===== src/hw/rtl/gjs_ram.sv =====
// Synchronous RAM with one write port and two registered read ports.
// Depends on nothing but its parameters.
module gjs_ram #(
  parameter int unsigned Depth = 72,
  parameter int unsigned AddrW = 7,
  parameter int unsigned Width = 32
) (
  input  logic             clk_i,
  input  logic             we_i,
  input  logic [AddrW-1:0] waddr_i,
  input  logic [Width-1:0] wdata_i,
  input  logic             re_i,
  input  logic [AddrW-1:0] raddr_a_i,
  input  logic [AddrW-1:0] raddr_b_i,
  output logic [Width-1:0] rdata_a_o,
  output logic [Width-1:0] rdata_b_o
);

  logic [Width-1:0] mem_q [Depth];

  // Write port.
  always_ff @(posedge clk_i) begin
    if (we_i) begin
      mem_q[waddr_i] <= wdata_i;
    end
  end

  // Read ports; the data holds until the next read.
  always_ff @(posedge clk_i) begin
    if (re_i) begin
      rdata_a_o <= mem_q[raddr_a_i];
      rdata_b_o <= mem_q[raddr_b_i];
    end
  end

endmodule


===== config.mk =====
export PLATFORM = sky130hd
export DESIGN_NAME = gjs_ram
export DESIGN_NICKNAME = d
export VERILOG_FILES = /design/src/hw/rtl/gjs_ram.sv
export SDC_FILE = /design/constraint.sdc
export NUM_CORES = 2
export LEC_CHECK = 0
export BUFFER_PORTS_ARGS = -buffer_cell sky130_fd_sc_hd__buf_2
export CORE_MARGIN = 2
export CORE_UTILIZATION = 35
export CTS_CLUSTER_DIAMETER = 60
export DETAILED_ROUTE_END_ITERATION = 10
export GPL_TIMING_DRIVEN = 0
export MAX_ROUTING_LAYER = met4
export PLACE_DENSITY_LB_ADDON = 0.15
export SYNTH_ARGS = -nofsm -noshare
export SYNTH_HDL_FRONTEND = slang
export SYNTH_SLANG_ARGS = --single-unit

===== constraint.sdc =====
create_clock -name clk_i -period 8 [get_ports clk_i]
set_clock_uncertainty 0.2 [all_clocks]
set_input_delay 0.8 -clock clk_i [delete_from_list [all_inputs] [get_ports clk_i]]
set_output_delay 0.8 -clock clk_i [all_outputs]
set_load 0.01 [all_outputs]

### Word-level counts from Yosys, hierarchy flattened

Memory sizes are Yosys's and may differ from the RTL's. A register that Yosys moved wholly into a read port is not among the register bits.
Cells that the tools add are included.

| cells by class | value |
|---|---|
| mux-type cells | 2 |

Operators with widths:

| operator | count |
|---|---|
| $mux W1 | 2 |

| word-level totals | value |
|---|---|
| input bits | 56 |
| memories | 1 |
| output and inout port bits | 64 |
| bits in writable memories | 2304 |
| bits in registers | 0 |
| logic and storage cells | 3 |

Memories:

| memory | depth | width | read ports | clocked after memory_dff | write ports | RTL line | text |
|---|---|---|---|---|---|---|---|
| mem_q | 72 | 32 | 2 | 2 | 1 | 19 | `logic [Width-1:0] mem_q [Depth];` |

### Logic depth before layout (Yosys ltp)

| depth | value |
|---|---|
| depth after elaboration | 2 |
| depth in mapped cells | 11 |
| mapped depth without buffers | 5 |

### Worst setup path before layout

Ideal clock, no wire load.

| timing path | value |
|---|---|
| path type | input to register |
| start | input waddr_i[6] |
| end | memory mem_q[8][0] (enable) |
| required time | 7.339 ns |
| setup time | 0.461 ns |
| slack | 3.671 ns |
| stages on the path | 4 |
| buffers on the path | 0 |
| arrival | 3.668 ns |
| path through | nor2_1 nand3_1 or3_1 nor3_1 |

RTL lines:

| item | RTL line | text |
|---|---|---|
| start, declared | 10 | `input logic [AddrW-1:0] waddr_i,` |
| end, declared | 19 |  |

Straight into the memory's write port.

==> impl_metrics.py <==
metrics = {
    "global_route": {
        "grt_first_pass_wirelength_microns": 797000,
        "grt_start_max_net_pins": 73,
        "first_global_vias": 69200,
        "antenna_found_initial": 98,
        "grt_usage_pct": 41.4,
        "globalRouteOverflowTotal": 0,
    },
    "worst_setup_path": {
        "path_buf_inv": 5,
        "critPathMostFrequentCell": "buf_2",
        "crit_path_largest_cell_delay_ns": 1.22,
        "slowest_stage": "buf_2",
        "worstSetupPathType": "in2reg",
        "cp_max_fo": 12,
        "start_kind": "input port",
        "worst_reg2reg_setup_slack_ns": 4.60,
        "critical_path.reg2reg.startpoint": "mem_q[71][10]",
        "timing.critical_path.to_type": "register",
        "timing.critical_path.max_delay_family": "buffers and inverters",
        "cp_data_arrival_time_ns": 6.56,
        "rr_worst_depth": 5,
        "cp_data_required_time_ns": 8.40,
        "worstReg2RegEnd": "rdata_b_o[10]",
        "crit_path_cell_trace": "buf_2, buf_4, buf_2, buf_2, buf_2, mux2i_1, mux2i_1, o21ai_0, a211oi_1",
    },
    "worst_hold_path": {
        "holdPathEnd": "mem_q[15][18]",
        "holdCritPathClass": "in2reg",
        "hold_start": "wdata_i[18]",
        "hold_depth": 1,
    },
    "synthesis": {
        "synth.lib_cells_used.distinct": 58,
        "synthArstFlopShare_pct": 0,
        "synth.most_common_cell": "edfxtp_1",
        "synth_warnings": 0,
        "postSynthRegisterBits": 2368,
        "synth.area.top_cells": "edfxtp_1 (65%), mux4_2 (22%), mux2i_1 (4.9%)",
        "seq_area_frac_synth_pct": 65.0,
        "synth_top_flop_cell": "edfxtp_1",
        "yosys-top-cells-count": "edfxtp_1 (2368), mux4_2 (1053), mux2i_1 (536)",
        "synthDominantAreaCellType": "edfxtp_1",
        "synth_area_per_cell_sq_um": 20.2,
        "synth_cells": 5414,
        "post-synth-top-area-fraction_pct": 65.0,
        "synthesis.nets": 5470,
        "cell_area_synth_sq_um": 109000,
        "synth-edff-count": 2368,
    },
    "timing": {
        "tightestPinTransition_ns": 1.74,
        "finalHoldWorstSlack_ns": 0.103,
        "top_achievable_clock_speed_ghz": 0.162,
        "final_min_period_over_clock_period_pct": 77.1,
        "timing.final.ws_setup_ns": 1.83,
        "worst_slew_margin_relative_to_its_limit_pct": -16.7,
        "setup_violations": 0,
        "report.final.slew_viol_count": 231,
        "grt_setup_unrepaired": "no",
        "hold_viol": 0,
        "period_minus_slack_ns": 6.17,
    },
    "power_and_ir_drop": {
        "powerDensity_nw_per_um2": 233,
        "total_chip_power_mw": 30.2,
        "worst_ir_drop_vdd_uv": 178,
        "total_leakage_power_nw": 41.5,
    },
    "routing": {
        "remaining_drc_errors": 0,
        "detailedRoute.firstIterationViolations": 17200,
        "avgRoutedWirePerCell_microns": 61.7,
        "detail_route.vias_per_cell": 7.31,
        "total_via_count_after_detailed_routing": 76700,
        "drt.antenna.violating_nets": 0,
        "detailedRoute.firstPassIterationCount": 8,
        "postRouteWirelength_microns": 647000,
    },
    "clocking": {
        "clock_tree.root_cell": "clkbuf_16",
        "postCtsHoldBufs": 0,
        "ctsResizeCount": 0,
        "worstSkewPairLatency_ns": 0.94,
        "cts_tree": "done",
        "htreeDepth": 5,
        "post_cts_buffers": 0,
        "cts.sinks": 2368,
        "cts-buffers-inserted": 288,
        "clock_path_buffers": 4,
        "cts.reportedPaths.clkPinSlew_ns": 0.06,
    },
    "floorplanning": {
        "row_count": 205,
        "design.die.area_sq_um": 317000,
        "die_height_microns": 563,
        "initial_core_utilization_pct": 35.1,
        "num_io_pins": 120,
        "floorplan.die.width_microns": 563,
        "core_region_area_sq_um": 311000,
    },
    "final_layout": {
        "final_area_sq_um": 129000,
        "utilization_pct": 41.5,
        "final_layout_size_suffix_gt1_share_pct": 36.3,
        "synthToLayoutAreaGrowth_pct": 18.2,
        "design.final.nets": 6079,
        "fillCellCount": 27400,
    },
    "status": {
        "failed_checks": "capacitance limit, slew limit",
        "run_status": "complete, but fails checks",
    },
    "placed_design": {
        "post-dp-hpwl_microns": 454000,
        "placement.setup.worst_slack_ns": 1.51,
        "routabilityCongestion": 1.07,
        "postPlaceCellArea_sq_um": 120000,
        "buffer_ports.inserted": 111,
    },
    "run": {
        "drv_cap": 24,
    },
}
## placed cells by master, fill, tap and decap left out, types with 20 or more instances in the layout
master and n:
a211oi_1 28, a21oi_1 96, a22oi_1 224, a31oi_1 25, buf_12 165, buf_16 28
buf_2 244, buf_4 93, buf_6 80, clkbuf_1 109, clkbuf_16 293, clkbuf_2 55
clkinv_1 57, clkinv_2 44, diode_2 109, edfxtp_1 2368, mux2_2 49, mux2i_1 536
mux4_2 1053, nand2_1 111, nand2b_1 20, nand3_1 99, nor2_1 34, nor2_4 71
nor2b_1 39, o221ai_1 24, o22ai_1 34
## per-layer routing
metal / track usage (%) / wire length [microns] / share of wire, % / vias up
li1: - / - / - / 25000
met1: 50.2 / 225000 / 35 / 41300
met2: 53.7 / 257000 / 40 / 8404
met3: 18.5 / 104000 / 16 / 1991
met4: 31.1 / 61300 / 9.5 / 0
met5: - / 0 / 0 / -
## final cells by class
type | instances | area, sq um | area share, %
multi-input cells | 2627 | 36200 | 28.0
well taps | 4140 | 5180 | 4.00
clock inverters | 155 | 1480 | 1.14
inverters | 2 | 7.51 | 0.00580
plain buffers | 417 | 2790 | 2.15
flip-flops and latches | 2368 | 71100 | 55.0
repair buffers | 319 | 4790 | 3.70
clock buffers | 351 | 7550 | 5.84
diodes | 109 | 273 | 0.211
## sequential cells by signal (all words and copies together) (netlist names)
signal,cells
rdata_a_o,32
rdata_b_o,32
mem_q,2304
## metrics by stage
step | instances | setup TNS (ns)
floorplan | 5414 | 0
global placement | 9665 | -332.76
detailed placement | 9871 | 0
CTS | 10400 | 0
global route | 10500 | 0
finish | 10500 | 0
## logic make-up (layout without fill, tap and decap cells)
family / after synthesis / in the layout / synth area share (%)
compound gates: 519 / 519 / 3.34
mux: 1640 / 1640 / 27.1
other cells: 0 / 109 / 0
buf+inv: 419 / 1244 / 2.47
simple gates: 468 / 468 / 2.09
flops: 2368 / 2368 / 65.0
## report_power, final
group / switching (mW) / leakage, nW / internal (mW)
clock: 5.75 / 4.40 / 7.32
sequential: 0.0301 / 21.3 / 13.7
combinational: 2.40 / 15.7 / 0.916
## worst max-delay path by stage
stage | startpoint | endpoint | slack (ns) | depth (start not counted)
final | raddr_b_i[2] | rdata_b_o[8] | 1.83 | 9
after detailed placement | raddr_a_i[3] | rdata_a_o[1] | 1.51 | 8
after global placement | waddr_i[6] | mem_q[8][31] | -3.89 | 5
after global routing | raddr_b_i[2] | rdata_b_o[2] | 2.35 | 8
after floorplan | waddr_i[6] | mem_q[8][0] | 3.67 | 4
after CTS | raddr_a_i[3] | rdata_a_o[1] | 2.48 | 8
(Power assumes the default switching activity.)
