===== src/hw/rtl/gjs_pkg.sv =====
// Shared types and constants of the Gauss-Jordan solver.
// No dependencies; the divider, the multiply-subtract and the solver core import this package.
package gjs_pkg;

  // Data and configuration widths fixed by the item format.
  localparam int unsigned DataW         = 32;
  localparam int unsigned CfgW          = 4;
  localparam int unsigned IndexOutW     = 3;
  localparam int unsigned FracW         = 16;
  localparam int unsigned MaxOrderDef   = 8;
  localparam logic [CfgW-1:0] OrderRst  = 4'd8;

  // Saturation limits of a signed Q16.16 value.
  localparam logic signed [DataW-1:0] SatMax = 32'sh7FFF_FFFF;
  localparam logic signed [DataW-1:0] SatMin = 32'sh8000_0000;

  // Sequencer states of the solver.
  typedef enum logic [3:0] {
    S_LOAD,
    S_COPY_RD,
    S_COPY_WR,
    S_PIV_RD,
    S_PIV_CHK,
    S_DIV_RD,
    S_DIV_START,
    S_DIV_WAIT,
    S_ROW_SEL,
    S_F_CAP,
    S_EL_RD,
    S_EL_MUL,
    S_EL_WAIT,
    S_OUT_RD,
    S_OUT_HOLD
  } gjs_state_e;

endpackage


===== src/hw/rtl/gjs_mul_sub.sv =====
// Three-stage multiply-subtract: w - round(f*b / 2^16), saturated to 32 bits.
// Depends on gjs_pkg for widths and limits.
module gjs_mul_sub
  import gjs_pkg::*;
(
  input  logic                    clk_i,
  input  logic                    rst_ni,
  input  logic                    valid_i,
  input  logic signed [DataW-1:0] factor_i,
  input  logic signed [DataW-1:0] pivot_row_i,
  input  logic signed [DataW-1:0] target_i,
  output logic                    valid_o,
  output logic signed [DataW-1:0] result_o
);

  localparam int unsigned ProdW = 2 * DataW;
  localparam int unsigned RndW  = ProdW - FracW + 1;

  logic [2:0]              vld_q;
  logic signed [ProdW-1:0] prod_q;
  logic signed [DataW-1:0] w1_q, w2_q;
  logic signed [RndW-1:0]  rp_q;
  logic signed [DataW-1:0] res_q;

  logic [ProdW-1:0]        p_mag;
  logic [ProdW-FracW-1:0]  m_mag;
  logic signed [RndW-1:0]  rp_d;
  logic signed [RndW:0]    diff;

  // Rounding of the product and saturated difference.
  always_comb begin
    p_mag = prod_q[ProdW-1] ? ProdW'(-prod_q) : prod_q;
    m_mag = (ProdW-FracW)'((p_mag + ProdW'(32'h8000)) >> FracW);
    rp_d  = prod_q[ProdW-1] ? -$signed({1'b0, m_mag}) : $signed({1'b0, m_mag});
    diff  = $signed({{(RndW+1-DataW){w2_q[DataW-1]}}, w2_q}) - $signed({rp_q[RndW-1], rp_q});
  end

  // Valid pipeline.
  always_ff @(posedge clk_i or negedge rst_ni) begin
    if (!rst_ni) begin
      vld_q <= '0;
    end else begin
      vld_q <= {vld_q[1:0], valid_i};
    end
  end

  // Data pipeline: product, rounded product, saturated result.
  always_ff @(posedge clk_i) begin
    prod_q <= factor_i * pivot_row_i;
    w1_q   <= target_i;
    rp_q   <= rp_d;
    w2_q   <= w1_q;
    if (diff > $signed((RndW+1)'(SatMax))) begin
      res_q <= SatMax;
    end else if (diff < $signed({{(RndW+1-DataW){1'b1}}, SatMin})) begin
      res_q <= SatMin;
    end else begin
      res_q <= diff[DataW-1:0];
    end
  end

  assign valid_o  = vld_q[2];
  assign result_o = res_q;

endmodule


===== config.mk =====
export PLATFORM = sky130hd
export DESIGN_NAME = gjs_mul_sub
export DESIGN_NICKNAME = d
export VERILOG_FILES = /design/src/hw/rtl/gjs_pkg.sv /design/src/hw/rtl/gjs_mul_sub.sv
export SDC_FILE = /design/constraint.sdc
export NUM_CORES = 2
export LEC_CHECK = 0
export BUFFER_PORTS_ARGS = -buffer_cell sky130_fd_sc_hd__buf_2
export CAP_MARGIN = 20
export CORE_UTILIZATION = 50
export DETAILED_ROUTE_END_ITERATION = 12
export PLACE_DENSITY = 0.69
export SLEW_MARGIN = 20
export SYNTH_ARGS = -nofsm -noshare
export SYNTH_HDL_FRONTEND = slang
export SYNTH_SLANG_ARGS = --single-unit

===== constraint.sdc =====
create_clock -name clk_i -period 5.9 [get_ports clk_i]
set_input_delay 1.475 -clock clk_i [delete_from_list [all_inputs] [get_ports clk_i]]
set_output_delay 1.475 -clock clk_i [all_outputs]
set_load 0.05 [all_outputs]

== Word-level counts from Yosys, hierarchy flattened ==
Index checks and enable logic that the tools add are counted.

* Register bits: 212
* Bits of input ports: 99
* Output and inout bits: 33
* Logic and storage cells: 17

* $add $sub $neg: 4
* $mul: 1
* Magnitude comparators: 2
* Muxes and demuxes: 3

{| class="wikitable"
|+ Operators by type and width
! operator !! count
|-
| $add 64x16->64 const B || 1
|-
| $mul 32x32->64 || 1
|-
| $mux 64 || 1
|-
| $neg 64->64 || 1
|-
| $gt 50x32->1 const B || 1
|-
| $lt 50x32->1 const B || 1
|-
| $sub 32x49->50 || 1
|-
| $neg 48->49 || 1
|-
| $mux 48 || 1
|-
| $mux 32 || 1
|}

== Longest topological paths before layout ==
* Word-level depth: 5
* Mapped depth: 32
* Mapped depth without buffers: 31

== Worst setup path after synthesis ==
OpenSTA, ideal clock, no wires.

* Kind: input to register
* Start point: input factor_i[16]
* End point: register prod_q[57]
* Library setup time: 0.123 ns
* Arrival time: 8.742 ns
* Required time: 5.777 ns
* Slack: -2.965 ns
* Stages on the path: 26
* Path buffers: 1
* Cell sequence: clkbuf_1 -> nand2_1 -> fa_1 -> fa_1 -> fa_1 -> fa_1 -> fa_1 -> inv_1 -> fa_1 -> fa_1 -> inv_1 -> fa_1 -> inv_1 -> ha_1 -> a21o_1 -> a21oi_1 -> o21ai_0 -> a221oi_1 -> o2bb2ai_1 -> a2111oi_0 -> o21ai_0 -> a21bo_2 -> a31oi_1 -> or2_2 -> o21bai_1 -> xor2_1

* Cells in the longest elaborated chain, start to end: 1

{| class="wikitable"
|+ RTL lines
! what !! RTL line !! RTL
|-
| start, declared || gjs_mul_sub.sv:9 || <nowiki>input logic signed [DataW-1:0] factor_i,</nowiki>
|-
| $mul 32x32->64 || gjs_mul_sub.sv:49 || <nowiki>prod_q <= factor_i * pivot_row_i;</nowiki>
|-
| end signal, assigned || gjs_mul_sub.sv:49 ||
|-
| end, declared || gjs_mul_sub.sv:20 || <nowiki>logic signed [ProdW-1:0] prod_q;</nowiki>
|}

Every way passes these cells.
A chain may end at the register's enable or synchronous reset.

== Final worst setup path ==
* Start point: input factor_i[7]
* End point: register prod_q[46]

Same word-level chain as after synthesis.

==> results by group <==
Run status
  • Outcome: finished with violations
  • Failing checks: setup timing

Min path
  • Worst Hold Class: reg2reg

Critical path
  • FF-to-FF Start: prod_q[7]
  • Crit Path Max Fanout: 8
  • CP Capture Type: flop
  • Most frequent CP cell: fa_1
  • End of the worst register-to-register path: rp_q[37]
  • Setup Crit Path Kind: in2reg
  • Worst R2R Setup Slack: 0.34 ns
  • R2R depth: 17
  • Cell family with most CP delay: adder cells
  • Setup crit start: factor_i[7]
  • Crit path depth: 27
  • Worst Setup EP: prod_q[46]
  • Critical path's largest stage delay: 0.59 ns
  • Worst path slowest cell: fa_2
  • Crit path required time: 6.29 ns
  • Bufs and invs on worst path: 5
  • CP Data Arrival Time: 8.40 ns
  • Critical path launch point type: input port

Timing
  • Slew Viols, Final: 0
  • Least-Margin Pin Slew: 0.9837 ns
  • Final worst slack: -2.114 ns
  • FMAX: 124.8 MHz
  • Minimum clock period: 8.014 ns
  • Final-report hold violation count: 0
  • Clk_skew: 0.02301 ns
  • Slew HR: 0.3442
  • Final setup violation count: 54
  • Period Utilization, post-route: 1.358
  • RSZ-0062 raised after global routing: yes

Flow run
  • Max_cap viols: 0

Detailed routing
  • Via/cell ratio: 5.275
  • DR WL/cell: 17.58 um
  • TritonRoute pass-1 iters: 6
  • DRT iter0 DRCs: 2329
  • WL final: 121.8 mm
  • Vias after detailed routing: 36550
  • ANT nets after route: 0
  • DRC: 0

Clock tree
  • Skew-Pair Late Insertion Delay: 0.52 ns
  • CTS tree: built
  • TritonCTS Sinks: 212
  • CTS H-tree lvls: 1
  • CTS root buffer: clkbuf_16
  • Hold buffers post-CTS: 0
  • CTS buffer count: 21
  • CTS max path bufs: 3
  • CTS clk-pin slew, worst paths: 0.07 ns

Die
  • Die Width: 311.3 um
  • Rows: 113
  • I/O Pins: 132
  • Die Y: 311.3 um
  • Core ar.: 0.09487 mm2
  • Starting Density: 0.5041
  • Die Area: 0.09688 mm2

Synthesis
  • Cells after synthesis: 5237
  • EDFF count, synth: 0
  • Post-synthesis register bit count: 212
  • Post-synth cell types: 94
  • Post-synthesis net count: 6654
  • Total number of yosys warnings: 0
  • Mean area per synthesized cell: 9.131 um2
  • Synth area leader: fa_1
  • Seq/Total Area, Yosys: 0.08906
  • Synth top area cells: fa_1, dfxtp_1, inv_1
  • Area share of the largest cell type after synthesis: 0.4534
  • Ys async rst share: 0.01415
  • Synth Cell Area: 0.04782 mm2
  • Synth top cells by count: inv_1, fa_1, nand2_1
  • Count leader, synth: inv_1
  • Main synth FF type: dfxtp_1

Global route
  • Total gr overflow: 0
  • First-pass GRT wire length: 202.3 mm
  • Global-route usage over all layers: 0.2567
  • Pin count of the biggest net entering global routing: 43
  • Vias in the first global route: 39060
  • Initial antenna violation count: 4

Cells and area
  • Area growth syn-to-layout: 18.63%
  • Layout Nets: 7069
  • Non-filler cells, final: 6930
  • Cell area after layout: 0.05673 mm2
  • Layout cells sized above 1: 0.1929
  • Fill cells: 7853
  • # diodes: 0

Place
  • DP HPWL: 104.0 mm
  • Buffers on Ports: 131
  • Worst slack, placed: -3.040 ns
  • GP Congestion: 0.9433
  • Placed Cells: 6812
  • Post-place instance area: 0.05302 mm2
-- metal layers --
metal	track usage	vias up	share of wire
li1	-	16660	-
met1	0.3589	18480	0.44
met2	0.4283	1222	0.48
met3	0.03614	188	0.068
met4	0.04825	2	0.019
met5	0	-	0.00011
-- logic make-up after synthesis --
group	Yosys count	share of synthesized area
AND/OR/NAND/NOR	1585	0.1700
buffers and inverters	1356	0.1068
adder cells (fa/ha/maj)	1318	0.5149
AO/OA/AOI/OAI	514	0.07269
XOR/XNOR	241	0.04414
flip-flops	212	0.08906
multiplexers	11	0.002381
-- per-stage QoR --
stage / util / TNS (ns) / hold slack, ns
6_report: 0.5980 / -81.22 / 0.3221
5_1_grt: 0.5980 / -92.24 / 0.3279
4_1_cts: 0.5876 / -80.40 / 0.3215
3_5_place_dp: 0.5589 / -126.37 / 0.3128
3_3_place_gp: 0.5589 / -123.34 / 0.3124
2_1_floorplan: - / -84.10 / 0.3096
-- cell usage in the layout, fill, tap and decap left out, types with 20 or more instances in the layout --
| cell type | Yosys | routed |
|---|---|---|
| and2_1 | 501 | 445 |
| ha_4 | 0 | 37 |
| buf_2 | 6 | 71 |
| xor2_1 | 90 | 87 |
| dfxtp_1 | 209 | 208 |
| a21o_1 | 59 | 59 |
| and2_4 | 0 | 56 |
| nor4_1 | 28 | 26 |
| clkbuf_16 | 0 | 21 |
| ha_1 | 235 | 194 |
| inv_2 | 0 | 56 |
| nand4_1 | 35 | 35 |
| nand2_1 | 634 | 611 |
| o31ai_1 | 27 | 26 |
| o21ai_0 | 123 | 102 |
| nor3_1 | 39 | 39 |
| a21oi_2 | 0 | 33 |
| a31oi_1 | 24 | 22 |
| xnor2_1 | 151 | 142 |
| or3_1 | 21 | 20 |
| nor2_1 | 139 | 128 |
| buf_4 | 1 | 368 |
| a21oi_1 | 120 | 83 |
| buf_6 | 1 | 122 |
| inv_1 | 1101 | 1043 |
| nand2b_1 | 34 | 34 |
| buf_8 | 0 | 37 |
| fa_1 | 1083 | 1004 |
| nand3_1 | 41 | 38 |
| fa_2 | 0 | 79 |
| buf_12 | 0 | 42 |
-- timing repair --
item / in CTS / in global routing
pin swaps: 186 / 180
setup endpoints to repair: 55 / 75
gates cloned: 4 / 0
resized for setup: 403 / 207
buffers inserted: 51 / 38
-- cell type report --
class | count | area [um2] | share of cell area
Timing Repair Buffer | 647 | 6016 | 0.1060
Clock buffer | 24 | 546.8 | 0.009638
Multi-Input combinational cell | 3669 | 39990 | 0.7049
Inverter | 1101 | 4139 | 0.07296
Clock inverter | 12 | 196.4 | 0.003463
Sequential cell | 212 | 4263 | 0.07514
Tap cell | 1265 | 1583 | 0.02790
-- registers in the layout (all words and copies together) (netlist names) --
name	count
prod_q	64
rp_q	49
result_o	32
w1_q	32
w2_q	32
vld_q	3
-- worst min-delay path by stage --
stage	start	end	slack, ns	depth (start not counted)
2_1_floorplan	w1_q[0]	w2_q[0]	0.31	0
3_3_place_gp	w1_q[15]	w2_q[15]	0.31	0
3_5_place_dp	w1_q[24]	w2_q[24]	0.31	0
4_1_cts	w1_q[28]	w2_q[28]	0.32	0
5_1_grt	w1_q[28]	w2_q[28]	0.33	0
6_report	w1_q[28]	w2_q[28]	0.32	0
Power is not shown: default switching activity piles up to over one toggle a cycle in this logic, so the estimate is an artifact.
