[config.mk]
export PLATFORM = sky130hd
export DESIGN_NAME = gjs_divider
export DESIGN_NICKNAME = d
export VERILOG_FILES = /design/src/hw/rtl/gjs_pkg.sv /design/src/hw/rtl/gjs_divider.sv
export SDC_FILE = /design/constraint.sdc
export NUM_CORES = 1
export LEC_CHECK = 0
export BUFFER_PORTS_ARGS = -buffer_cell sky130_fd_sc_hd__buf_2
export CAP_MARGIN = 20
export CORE_ASPECT_RATIO = 1.1
export CORE_MARGIN = 2
export CORE_UTILIZATION = 45
export DETAILED_ROUTE_END_ITERATION = 8
export PLACE_DENSITY = 0.69
export REMOVE_ABC_BUFFERS = 1
export SYNTH_ARGS = -nofsm -noshare
export SYNTH_HDL_FRONTEND = slang
export SYNTH_SLANG_ARGS = --single-unit
export TNS_END_PERCENT = 50
[constraint.sdc]
create_clock -name clk_i -period 11.41 [get_ports clk_i]
set_input_delay 1.141 -clock clk_i [delete_from_list [all_inputs] [get_ports clk_i]]
set_output_delay 1.141 -clock clk_i [all_outputs]
set_load 0.02 [all_outputs]
[src/hw/rtl/gjs_pkg.sv]
// Shared types and constants of the Gauss-Jordan solver.
// No dependencies; the divider, the multiply-subtract and the solver core import this package.
package gjs_pkg;

  // Data and configuration widths fixed by the item format.
  localparam int unsigned DataW         = 32;
  localparam int unsigned CfgW          = 4;
  localparam int unsigned IndexOutW     = 3;
  localparam int unsigned FracW         = 16;
  localparam int unsigned MaxOrderDef   = 8;
  localparam logic [CfgW-1:0] OrderRst  = 4'd8;

  // Saturation limits of a signed Q16.16 value.
  localparam logic signed [DataW-1:0] SatMax = 32'sh7FFF_FFFF;
  localparam logic signed [DataW-1:0] SatMin = 32'sh8000_0000;

  // Sequencer states of the solver.
  typedef enum logic [3:0] {
    S_LOAD,
    S_COPY_RD,
    S_COPY_WR,
    S_PIV_RD,
    S_PIV_CHK,
    S_DIV_RD,
    S_DIV_START,
    S_DIV_WAIT,
    S_ROW_SEL,
    S_F_CAP,
    S_EL_RD,
    S_EL_MUL,
    S_EL_WAIT,
    S_OUT_RD,
    S_OUT_HOLD
  } gjs_state_e;

endpackage

[src/hw/rtl/gjs_divider.sv]
// Bit-serial Q16.16 divider with round to nearest and 32-bit saturation.
// Depends on gjs_pkg for widths and limits.
module gjs_divider
  import gjs_pkg::*;
(
  input  logic                    clk_i,
  input  logic                    rst_ni,
  input  logic                    start_i,
  input  logic signed [DataW-1:0] dividend_i,
  input  logic signed [DataW-1:0] divisor_i,
  output logic                    busy_o,
  output logic                    done_o,
  output logic signed [DataW-1:0] quot_o
);

  localparam int unsigned NumW = DataW + FracW + 1;
  localparam int unsigned CntW = $clog2(NumW + 1);

  logic [NumW-1:0]  num_q, quo_q;
  logic [DataW:0]   rem_q;
  logic [DataW-1:0] dmag_q;
  logic             neg_q, busy_q, done_q;
  logic [CntW-1:0]  cnt_q;

  logic [DataW:0]   x_mag, d_mag, rem_sh, rem_sub;
  logic [NumW-1:0]  num_init;
  logic             ge;
  logic signed [NumW:0] q_signed;

  // Magnitudes and rounded numerator |x|*2^16 + floor(|d|/2).
  always_comb begin
    x_mag    = dividend_i[DataW-1] ? (DataW+1)'(-$signed({dividend_i[DataW-1], dividend_i}))
                                   : {1'b0, dividend_i};
    d_mag    = divisor_i[DataW-1] ? (DataW+1)'(-$signed({divisor_i[DataW-1], divisor_i}))
                                  : {1'b0, divisor_i};
    num_init = NumW'({x_mag, {FracW{1'b0}}}) + NumW'(d_mag >> 1);
    rem_sh   = {rem_q[DataW-1:0], num_q[NumW-1]};
    ge       = rem_sh >= {1'b0, dmag_q};
    rem_sub  = rem_sh - {1'b0, dmag_q};
  end

  // One quotient bit per cycle.
  always_ff @(posedge clk_i or negedge rst_ni) begin
    if (!rst_ni) begin
      busy_q <= 1'b0;
      done_q <= 1'b0;
      cnt_q  <= '0;
    end else begin
      done_q <= 1'b0;
      if (start_i && !busy_q) begin
        busy_q <= 1'b1;
        cnt_q  <= CntW'(NumW);
      end else if (busy_q) begin
        cnt_q <= cnt_q - 1'b1;
        if (cnt_q == CntW'(1)) begin
          busy_q <= 1'b0;
          done_q <= 1'b1;
        end
      end
    end
  end

  always_ff @(posedge clk_i) begin
    if (start_i && !busy_q) begin
      num_q  <= num_init;
      quo_q  <= '0;
      rem_q  <= '0;
      dmag_q <= d_mag[DataW-1:0];
      neg_q  <= dividend_i[DataW-1] ^ divisor_i[DataW-1];
    end else if (busy_q) begin
      num_q <= {num_q[NumW-2:0], 1'b0};
      quo_q <= {quo_q[NumW-2:0], ge};
      rem_q <= ge ? rem_sub : rem_sh;
    end
  end

  // Sign and saturation of the finished quotient.
  always_comb begin
    q_signed = neg_q ? -$signed({1'b0, quo_q}) : $signed({1'b0, quo_q});
    if (q_signed > $signed((NumW+1)'(SatMax))) begin
      quot_o = SatMax;
    end else if (q_signed < $signed({{(NumW+1-DataW){1'b1}}, SatMin})) begin
      quot_o = SatMin;
    end else begin
      quot_o = q_signed[DataW-1:0];
    end
  end

  assign busy_o = busy_q;
  assign done_o = done_q;

endmodule

======== Word level (Yosys, flattened, before mapping) ========
Index checks and enable logic that the tools add are counted.
operators by class
  multiply operators ...................... 0
  magnitude comparators ................... 3
  equality and inequality tests ........... 1
  reduce and logical (&&, ||, !) cells .... 3
  multiplexer cells ....................... 16
  shift operators ......................... 0
  add/subtract/negate cells ............... 6
  divide/modulo/power cells ............... 0
  bitwise operators ....................... 1
operator list
  operator              count
  $mux 49               2
  $mux 32               3
  $mux 33               2
  $neg 32->33           2
  $gt 50x32->1 const B  1
  $lt 50x32->1 const B  1
  $mux 50               1
  $neg 49->50           1
  $add 49x32->49        1
  $ge 33x32->1          1
  $sub 32x32->32        1
  $mux 6                2
  $eq 6x1->1 const B    1
  $mux 1                6
  $sub 6x1->6 const B   1
  $reduce_bool 2->1     1
  $logic_and 1x1->1     1
  $logic_not 1->1       1
  $xor 1x1->1           1
storage, ports and cells
  output and inout port bits .............. 34
  RAM bits ................................ 0
  memories kept ........................... 0
  ROM bits ................................ 0
  flip-flop bits (word level) ............. 171
  bits of input ports ..................... 67
  latch bits .............................. 0
  logic and storage cells ................. 38

======== Longest topological paths before layout ========
Gate-level depths: netlist (run 1).
  depth in word-level cells ............... 5
  depth in mapped cells ................... 21

======== Least setup slack after synthesis (run 1) ========
No wires, ideal clock.
  path kind ............................... register to output
  start point ............................. register quo_q[1]
  end point ............................... output quot_o[0]
  slack ................................... 5.994 ns
  data arrival time ....................... 4.275 ns
  path buffers ............................ 2
  data required time ...................... 10.269 ns
  stages on the path, launching flop included .. 15
  cells stage by stage .................... dfxtp_1 > inv_1 > ha_1 > or4b_1 > or3_1 > or4_4 > or3_1 > buf_2 > o41ai_2 > xor2_1 > or4_1 > nor3_1 > a31oi_1 > clkbuf_1 > o21ai_0
between the ends
  longest elaborated chain between the ends .. 5
  elaborated cells between the ends (all ways) .. 6
  classes of those cells .................. add/sub (1); order compare (2); mux (3)
RTL lines
  what                      RTL line           RTL
  start: declaration        gjs_divider.sv:19  logic [NumW-1:0] num_q, quo_q;
  start signal: assignment  gjs_divider.sv:72  quo_q <= {quo_q[NumW-2:0], ge};
  $neg 49->50               gjs_divider.sv:79  q_signed = neg_q ? -$signed({1'b0, quo_q}) : $signed({1'b0, quo_q});
  $mux 50 (*)               gjs_divider.sv:79
  $lt 50x32->1              gjs_divider.sv:82  end else if (q_signed < $signed({{(NumW+1-DataW){1'b1}}, SatMin})) begin
  $mux 32                   gjs_divider.sv:82
  $mux 32 (*)               gjs_divider.sv:80  if (q_signed > $signed((NumW+1)'(SatMax))) begin
  end: declaration          gjs_divider.sv:13  output logic signed [DataW-1:0] quot_o
Every way passes the cells marked *; elsewhere a longest branch is shown, timed or not.

======== Worst setup path after layout (run 1) ========
  start point ............................. register quo_q[0]
  end point ............................... output quot_o[9]
Same word-level chain as after synthesis.

==> results_dict.tcl, run 1 <==
set metrics [dict create \
    run_status "complete, no violations" \
    core_area_um2 26200 \
    io_buffers 100 \
    power_frac_comb_pct 42.9 \
    timing.setup.tns_ns 0 \
    cts-root-buf "clkbuf_16" \
    placed_area_um2 12700 \
    hold_depth 1 \
    max_stage_delay_ns 0.55 \
    fin_nets 1601 \
    antenna_left 0 \
    async_flop_share_pct 4.68 \
    drt_iter0_drc 695 \
    netlist_area_um2 12000 \
    crit_type "flip-flop to output pin" \
    ys_ff_latch 171 \
    num_antenna_cells 0 \
    fmax_ghz 0.159 \
    p_switching_mw 1.23 \
    finalSetupViolCount 0 \
    yosysUniqueCellTypes 77 \
    min_path_type "flip-flop to flip-flop" \
    crit_path_max_fanout 31 \
    start_util_pct 45.9 \
    die_w_um 160 \
    dieArea_um2 28100 \
    drc 0 \
    p_int_mw 1.84 \
    fin_crit_sh_pct 55.1 \
    drive_above_1_share_pct 11.5 \
    grt_pass1_vias 9500 \
    maxCapViolations 0 \
    r2r_cells 11 \
    dpl.hpwl_um 19600 \
    crit_top_cell "or3_1" \
    rows 62 \
    path_clk_slew_ns 0.06 \
    crit_chain "inv_1 -> ha_1 -> or4b_1 -> or3_1 -> or4_4 -> or3_1 -> or3b_1 -> o31ai_2 -> xor2_1 -> nand4_1 -> o41ai_4 -> buf_4 -> o21ai_1 -> buf_2" \
    synth_edf_count 82 \
    hold_buffers 0 \
    clockBufferDepth 2 \
    ys_warn_count 0 \
    syn_avg_cell_area_um2 8.43 \
    p_seq_share_pct 37.9 \
    wl_um 27700 \
    fin_area_um2 13300 \
    period_needed_ns 6.29 \
    leakage_nw 5.46 \
    ir_worst_vdd_v 0.000105 \
    required_ns 10.27 \
    grt_pass1_wl_um 46400 \
    insertion_delay_ns 0.43 \
    crit_slowest_cell "or4_4" \
    grtUsageTotal_pct 19.7 \
    area_delta_synth_final_pct 10.9 \
    p_clk_share_pct 19.1 \
    maxSlewHeadroom_pct 29.6 \
    io-pin-count 101 \
    htree_levels 4 \
    post-cts-setup-buffers 0 \
    vias_per_cell 5.56 \
    fin_skew_ns 0.0149 \
    worstSetupStartpointType "flip-flop" \
    tritoncts "built" \
    clkSinkCount 171 \
    dr_total_vias 10300 \
    syn_inst 1427 \
    cts_resized 0 \
    wl_per_cell_um 15.0 \
    overflow 0 \
    firstDrtPassIters 5 \
    p_sw_share_pct 40.0 \
    final_max_slew_viol_count 0 \
    antenna_found_initial 0 \
    die_h_um 175 \
    worst-endpoint-arrival_ns 5.15 \
    cts_made_buffers 17 \
    worst_slew_pin_slew_ns 1.05 \
    synth_flop_cell "edfxtp_1" \
    power_density_nw_per_um2 230 \
    seq_area_frac_synth_pct 35.6 \
    hold_viol_final 0 \
    routabilityCongestion 0.938 \
    rsz0062_at_grt "false" \
    grt_max_degree 81 \
    endpoint_kind "output pin" \
]
==> layout by cell type, fill, tap and decap left out, types with 28 or more instances in the layout <==
| cell | netlist | layout |
|---|---|---|
| buf_2 | 2 | 100 |
| nand2_1 | 226 | 226 |
| o21ai_1 | 28 | 28 |
| nor2_1 | 52 | 51 |
| xor2_1 | 79 | 79 |
| inv_1 | 60 | 58 |
| dfxtp_1 | 81 | 81 |
| a21oi_1 | 46 | 46 |
| nand2b_1 | 66 | 65 |
| o21ai_0 | 155 | 155 |
| edfxtp_1 | 82 | 82 |
| xnor2_1 | 75 | 75 |
| ha_1 | 53 | 53 |
| o31ai_1 | 33 | 33 |
==> critical path, delay by kind of cell (launching register included) <==
family,cells,cell delay [ns]
flip-flops,1,0.33
XOR/XNOR,1,0.27
buffers and inverters,3,0.62
AO/OA/AOI/OAI,3,0.59
AND/OR/NAND/NOR,6,2.70
adder cells (fa/ha/maj),1,0.20
==> power by group through the flow <==
stage | sequential, mW | combinational (mW) | clock (mW)
3_3_place_gp | 1.17 | 1.28 | 0
6_report | 1.16 | 1.32 | 0.587
2_1_floorplan | 1.11 | 1.03 | 0
4_1_cts | 1.16 | 1.32 | 0.599
3_5_place_dp | 1.17 | 1.31 | 0
5_1_grt | 1.20 | 1.51 | 0.626
==> stage by stage <==
step | hold slack, ns | utilization, % | setup WS (ns) | std cells | power, mW
after floorplan | 0.444 | - | 5.05 | 1351 | 2.14
after CTS | 0.481 | 50.8 | 5.12 | 1843 | 3.08
after global placement | 0.460 | 48.6 | 5.36 | 1811 | 2.45
final | 0.480 | 50.9 | 5.12 | 1844 | 3.07
after detailed placement | 0.473 | 48.6 | 5.22 | 1811 | 2.48
after global routing | 0.514 | 50.9 | 4.81 | 1844 | 3.34
==> cells in the mapped netlist, drive strengths merged (23+ instances only) <==
cell type,count,share of area [%]
nand2,226,7.1
o21ai,185,7.8
edfxtp,82,20
dfxtp,81,13
xor2,79,5.8
xnor2,75,5.5
clkbuf,66,2.1
nand2b,66,3.4
inv,60,1.9
ha,53,5.5
nor2,52,1.6
a21oi,46,1.9
o31ai,34,2.2
or3,25,1.3
nor3,24,1.0
a22o,23,1.7
==> cells by family (layout without fill, tap and decap cells) <==
group / Yosys count / count (layout) / synth area share, %
and+or+nand+nor: 501 / 501 / 20.6
AOI/OAI and AO/OA: 403 / 403 / 21.7
DFF: 171 / 171 / 35.6
xor gates and xnor gates: 154 / 154 / 11.2
buffers and inverters: 136 / 201 / 4.51
adders and majority gates: 55 / 55 / 5.85
muxes: 6 / 6 / 0.530
other: 1 / 1 / 0.0312
==> registers in the layout (all words and copies together), names as in the netlist <==
signal / cells
busy_o: 1
cnt_q: 6
dmag_q: 32
done_o: 1
neg_q: 1
num_q: 49
quo_q: 49
rem_q: 32
==> final timing paths <==
kind	start	endpoint	slack (ns)
min	cnt_q[5]	cnt_q[5]	0.48
min in group asynchronous	rst_ni	done_o	0.56
max	quo_q[0]	quot_o[9]	5.12
min reg2reg	cnt_q[5]	cnt_q[5]	0.48
max in group asynchronous	rst_ni	busy_o	10.67
max reg2reg	num_q[48]	rem_q[29]	7.43
==> metal layers <==
metal / track usage (%) / wire, µm / up-vias
met2: 33.3 / 13100 / 211
met3: 2.83 / 923 / 24
met1: 26.7 / 13300 / 4797
li1: - / - / 5223
met5: 0 / 0 / -
met4: 4.95 / 348 / 0
==> layout make-up <==
type                            count  area (µm²)
Fill cell                        2551       12900
Multi-Input combinational cell   1120        7230
Inverter                           60         225
Tap cell                          352         440
Sequential cell                   171        4290
Clock buffer                       21         482
Timing Repair Buffer              109         566
Clock inverter                     11         105
(Power assumes the default switching activity.)
==> inputs of run 2 (changes only) <==
--- a/config.mk
+++ b/config.mk
@@ -11,7 +11,7 @@
 export CORE_MARGIN = 2
 export CORE_UTILIZATION = 45
 export DETAILED_ROUTE_END_ITERATION = 8
-export PLACE_DENSITY = 0.69
+export PLACE_DENSITY = 0.71
 export REMOVE_ABC_BUFFERS = 1
 export SYNTH_ARGS = -nofsm -noshare
 export SYNTH_HDL_FRONTEND = slang
==> constraint.sdc (replaced) <==
create_clock -name clk_i -period 5.05 [get_ports clk_i]
set_input_delay 0.505 -clock clk_i [delete_from_list [all_inputs] [get_ports clk_i]]
set_output_delay 0.505 -clock clk_i [all_outputs]
set_load 0.02 [all_outputs]
==> results_dict.tcl, run 2 (synthesized netlist as in run 1, its figures left out) <==
set metrics [dict create \
    hold_viol_final 0 \
    final_common_cell "nand2_1" \
    tritoncts "built" \
    antenna_found_initial 0 \
    grt_max_degree 118 \
    dieArea_um2 28100 \
    die_w_um 160 \
    fin_skew_ns 0.0213 \
    drive_above_1_share_pct 15.6 \
    fin_nets 1651 \
    run_status "finished, violations left" \
    min_path_type "input port to flip-flop" \
    grtUsageTotal_pct 20.1 \
    antenna_left 0 \
    cts-root-buf "clkbuf_16" \
    vias_per_cell 5.56 \
    area_delta_synth_final_pct 15.8 \
    clockBufferDepth 2 \
    grt_pass1_wl_um 47200 \
    highest-signal-layer "met4" \
    drc 0 \
    fmax_ghz 0.194 \
    overflow 0 \
    die_h_um 175 \
    crit_path_max_fanout 7 \
    cts_made_buffers 17 \
    wl_um 28600 \
    num_antenna_cells 0 \
    path_clk_slew_ns 0.08 \
    timing.rr.start "dmag_q[21]" \
    reg.largest.list "num_q (49), quo_q (49)" \
    htree_levels 4 \
    grt_pass1_vias 9807 \
    start_util_pct 45.9 \
    drt_iter0_drc 666 \
    placed_area_um2 13000 \
    wl_per_cell_um 15.1 \
    min-delay-start "divisor_i[0]" \
    required_ns 4.55 \
    maxCapViolations 0 \
    io_buffers 100 \
    routabilityCongestion 0.923 \
    r2r_cells 9 \
    period_needed_ns 5.15 \
    final.fill_count 2459 \
    firstDrtPassIters 6 \
    insertion_delay_ns 0.44 \
    routed-wl-met3_um 1150 \
    power_density_nw_per_um2 508 \
    met1_length_um 13200 \
    worst_slack_ns -0.103 \
    timing.setup.tns_ns -2.10 \
    regToRegEndpoint "rem_q[29]" \
    crit_type "flip-flop to output pin" \
    routed-wl-met2_um 13800 \
    endpoint_kind "output pin" \
    finalSetupViolCount 31 \
    dr_total_vias 10500 \
    dp_slack_ns -0.139 \
    hold_depth 1 \
    clkSinkCount 171 \
    rsz0062_at_grt "true" \
    violations "negative setup slack" \
    worstSetupStartpointType "flip-flop" \
    maxSlewHeadroom_pct 30.5 \
    fin_util_pct 53.1 \
    fin_crit_sh_pct 102 \
    final_max_slew_viol_count 0 \
    rrSetupSlack_ns 1.20 \
    final_cell_mix "226 x nand2_1, 153 x o21ai_0, 95 x buf_2, 82 x edfxtp_1, 78 x xor2_1" \
    leakage_nw 5.77 \
    fin_area_um2 13900 \
    worst_slew_pin_slew_ns 1.04 \
    core_area_um2 26200 \
    hold_end "dmag_q[0]" \
    worst-endpoint-arrival_ns 4.65 \
    ir_worst_vdd_v 0.000240 \
    rows 62 \
    io-pin-count 101 \
    dpl.hpwl_um 20000 \
]
[run 2: changes by cell type in the layout (fill, tap and decap cells not counted), sizes merged]
cell,change
clkinv,-1
clkinvlp,+2
dlygate4sd3,+1
clkbuf,-1
inv,+1
buf,+48
[run 2: area by class of cell]
type / instances / area (µm²) / area share (%)
clock inverter: 13 / 129 / 0.925
sequential: 171 / 4290 / 30.8
tap: 352 / 440 / 3.16
clock buffer: 19 / 454 / 3.26
inverter: 60 / 225 / 1.62
multi-input combinational: 1120 / 7330 / 52.6
timing repair buffer: 159 / 1060 / 7.59
[run 2: through the flow]
step | instances | hold WS, ns | power [mW]
2_1_floorplan | 1351 | 0.209 | 4.84
3_3_place_gp | 1845 | 0.357 | 5.56
3_5_place_dp | 1845 | 0.357 | 5.66
4_1_cts | 1885 | 0.251 | 7.04
5_1_grt | 1894 | 0.259 | 7.63
6_report | 1894 | 0.270 | 7.07
[run 2: critical path, cell delays in order (launching register included)]
cell	delay, ns
dfxtp_1	0.31
or4_4	0.54
or3_4	0.37
or4_4	0.55
or3_4	0.41
or3b_4	0.40
o31ai_4	0.18
xor2_1	0.26
nand4_1	0.19
o41ai_4	0.38
buf_6	0.21
clkbuf_16	0.16
o21ai_1	0.07
buf_2	0.17
[run 2: power by group]
group | internal (mW) | switching [mW] | total [mW]
sequential | 2.09 | 0.543 | 2.63
clock | 0.721 | 0.600 | 1.32
combinational | 1.42 | 1.71 | 3.12
[run 2: routing by layer]
metal  vias up  GRT usage (%)
met5         -              0
met4         0           6.34
met3        38           2.64
met2       257           34.4
met1      4901           26.6
li1       5326              -
[run 2: worst max path at each step]
stage | cells past startpoint | to | from | slack [ns]
floorplan | 12 | quot_o[0] | quo_q[1] | -0.68
global placement | 23 | num_q[46] | divisor_i[4] | -0.08
detailed placement | 23 | num_q[46] | divisor_i[4] | -0.14
CTS | 15 | quot_o[0] | quo_q[0] | -0.09
global route | 14 | quot_o[0] | quo_q[13] | -0.21
finish | 13 | quot_o[23] | quo_q[13] | -0.10
[run 2: what timing repair did]
item / in CTS / in global routing
endpoints found under the setup margin: 31 / 35
hold buffers: 1 / 0
resized for setup: 22 / 13
pin swaps: 12 / 5
setup buffers: 6 / 6
gates cloned: 1 / 2
hold endpoints to repair: 8 / 0
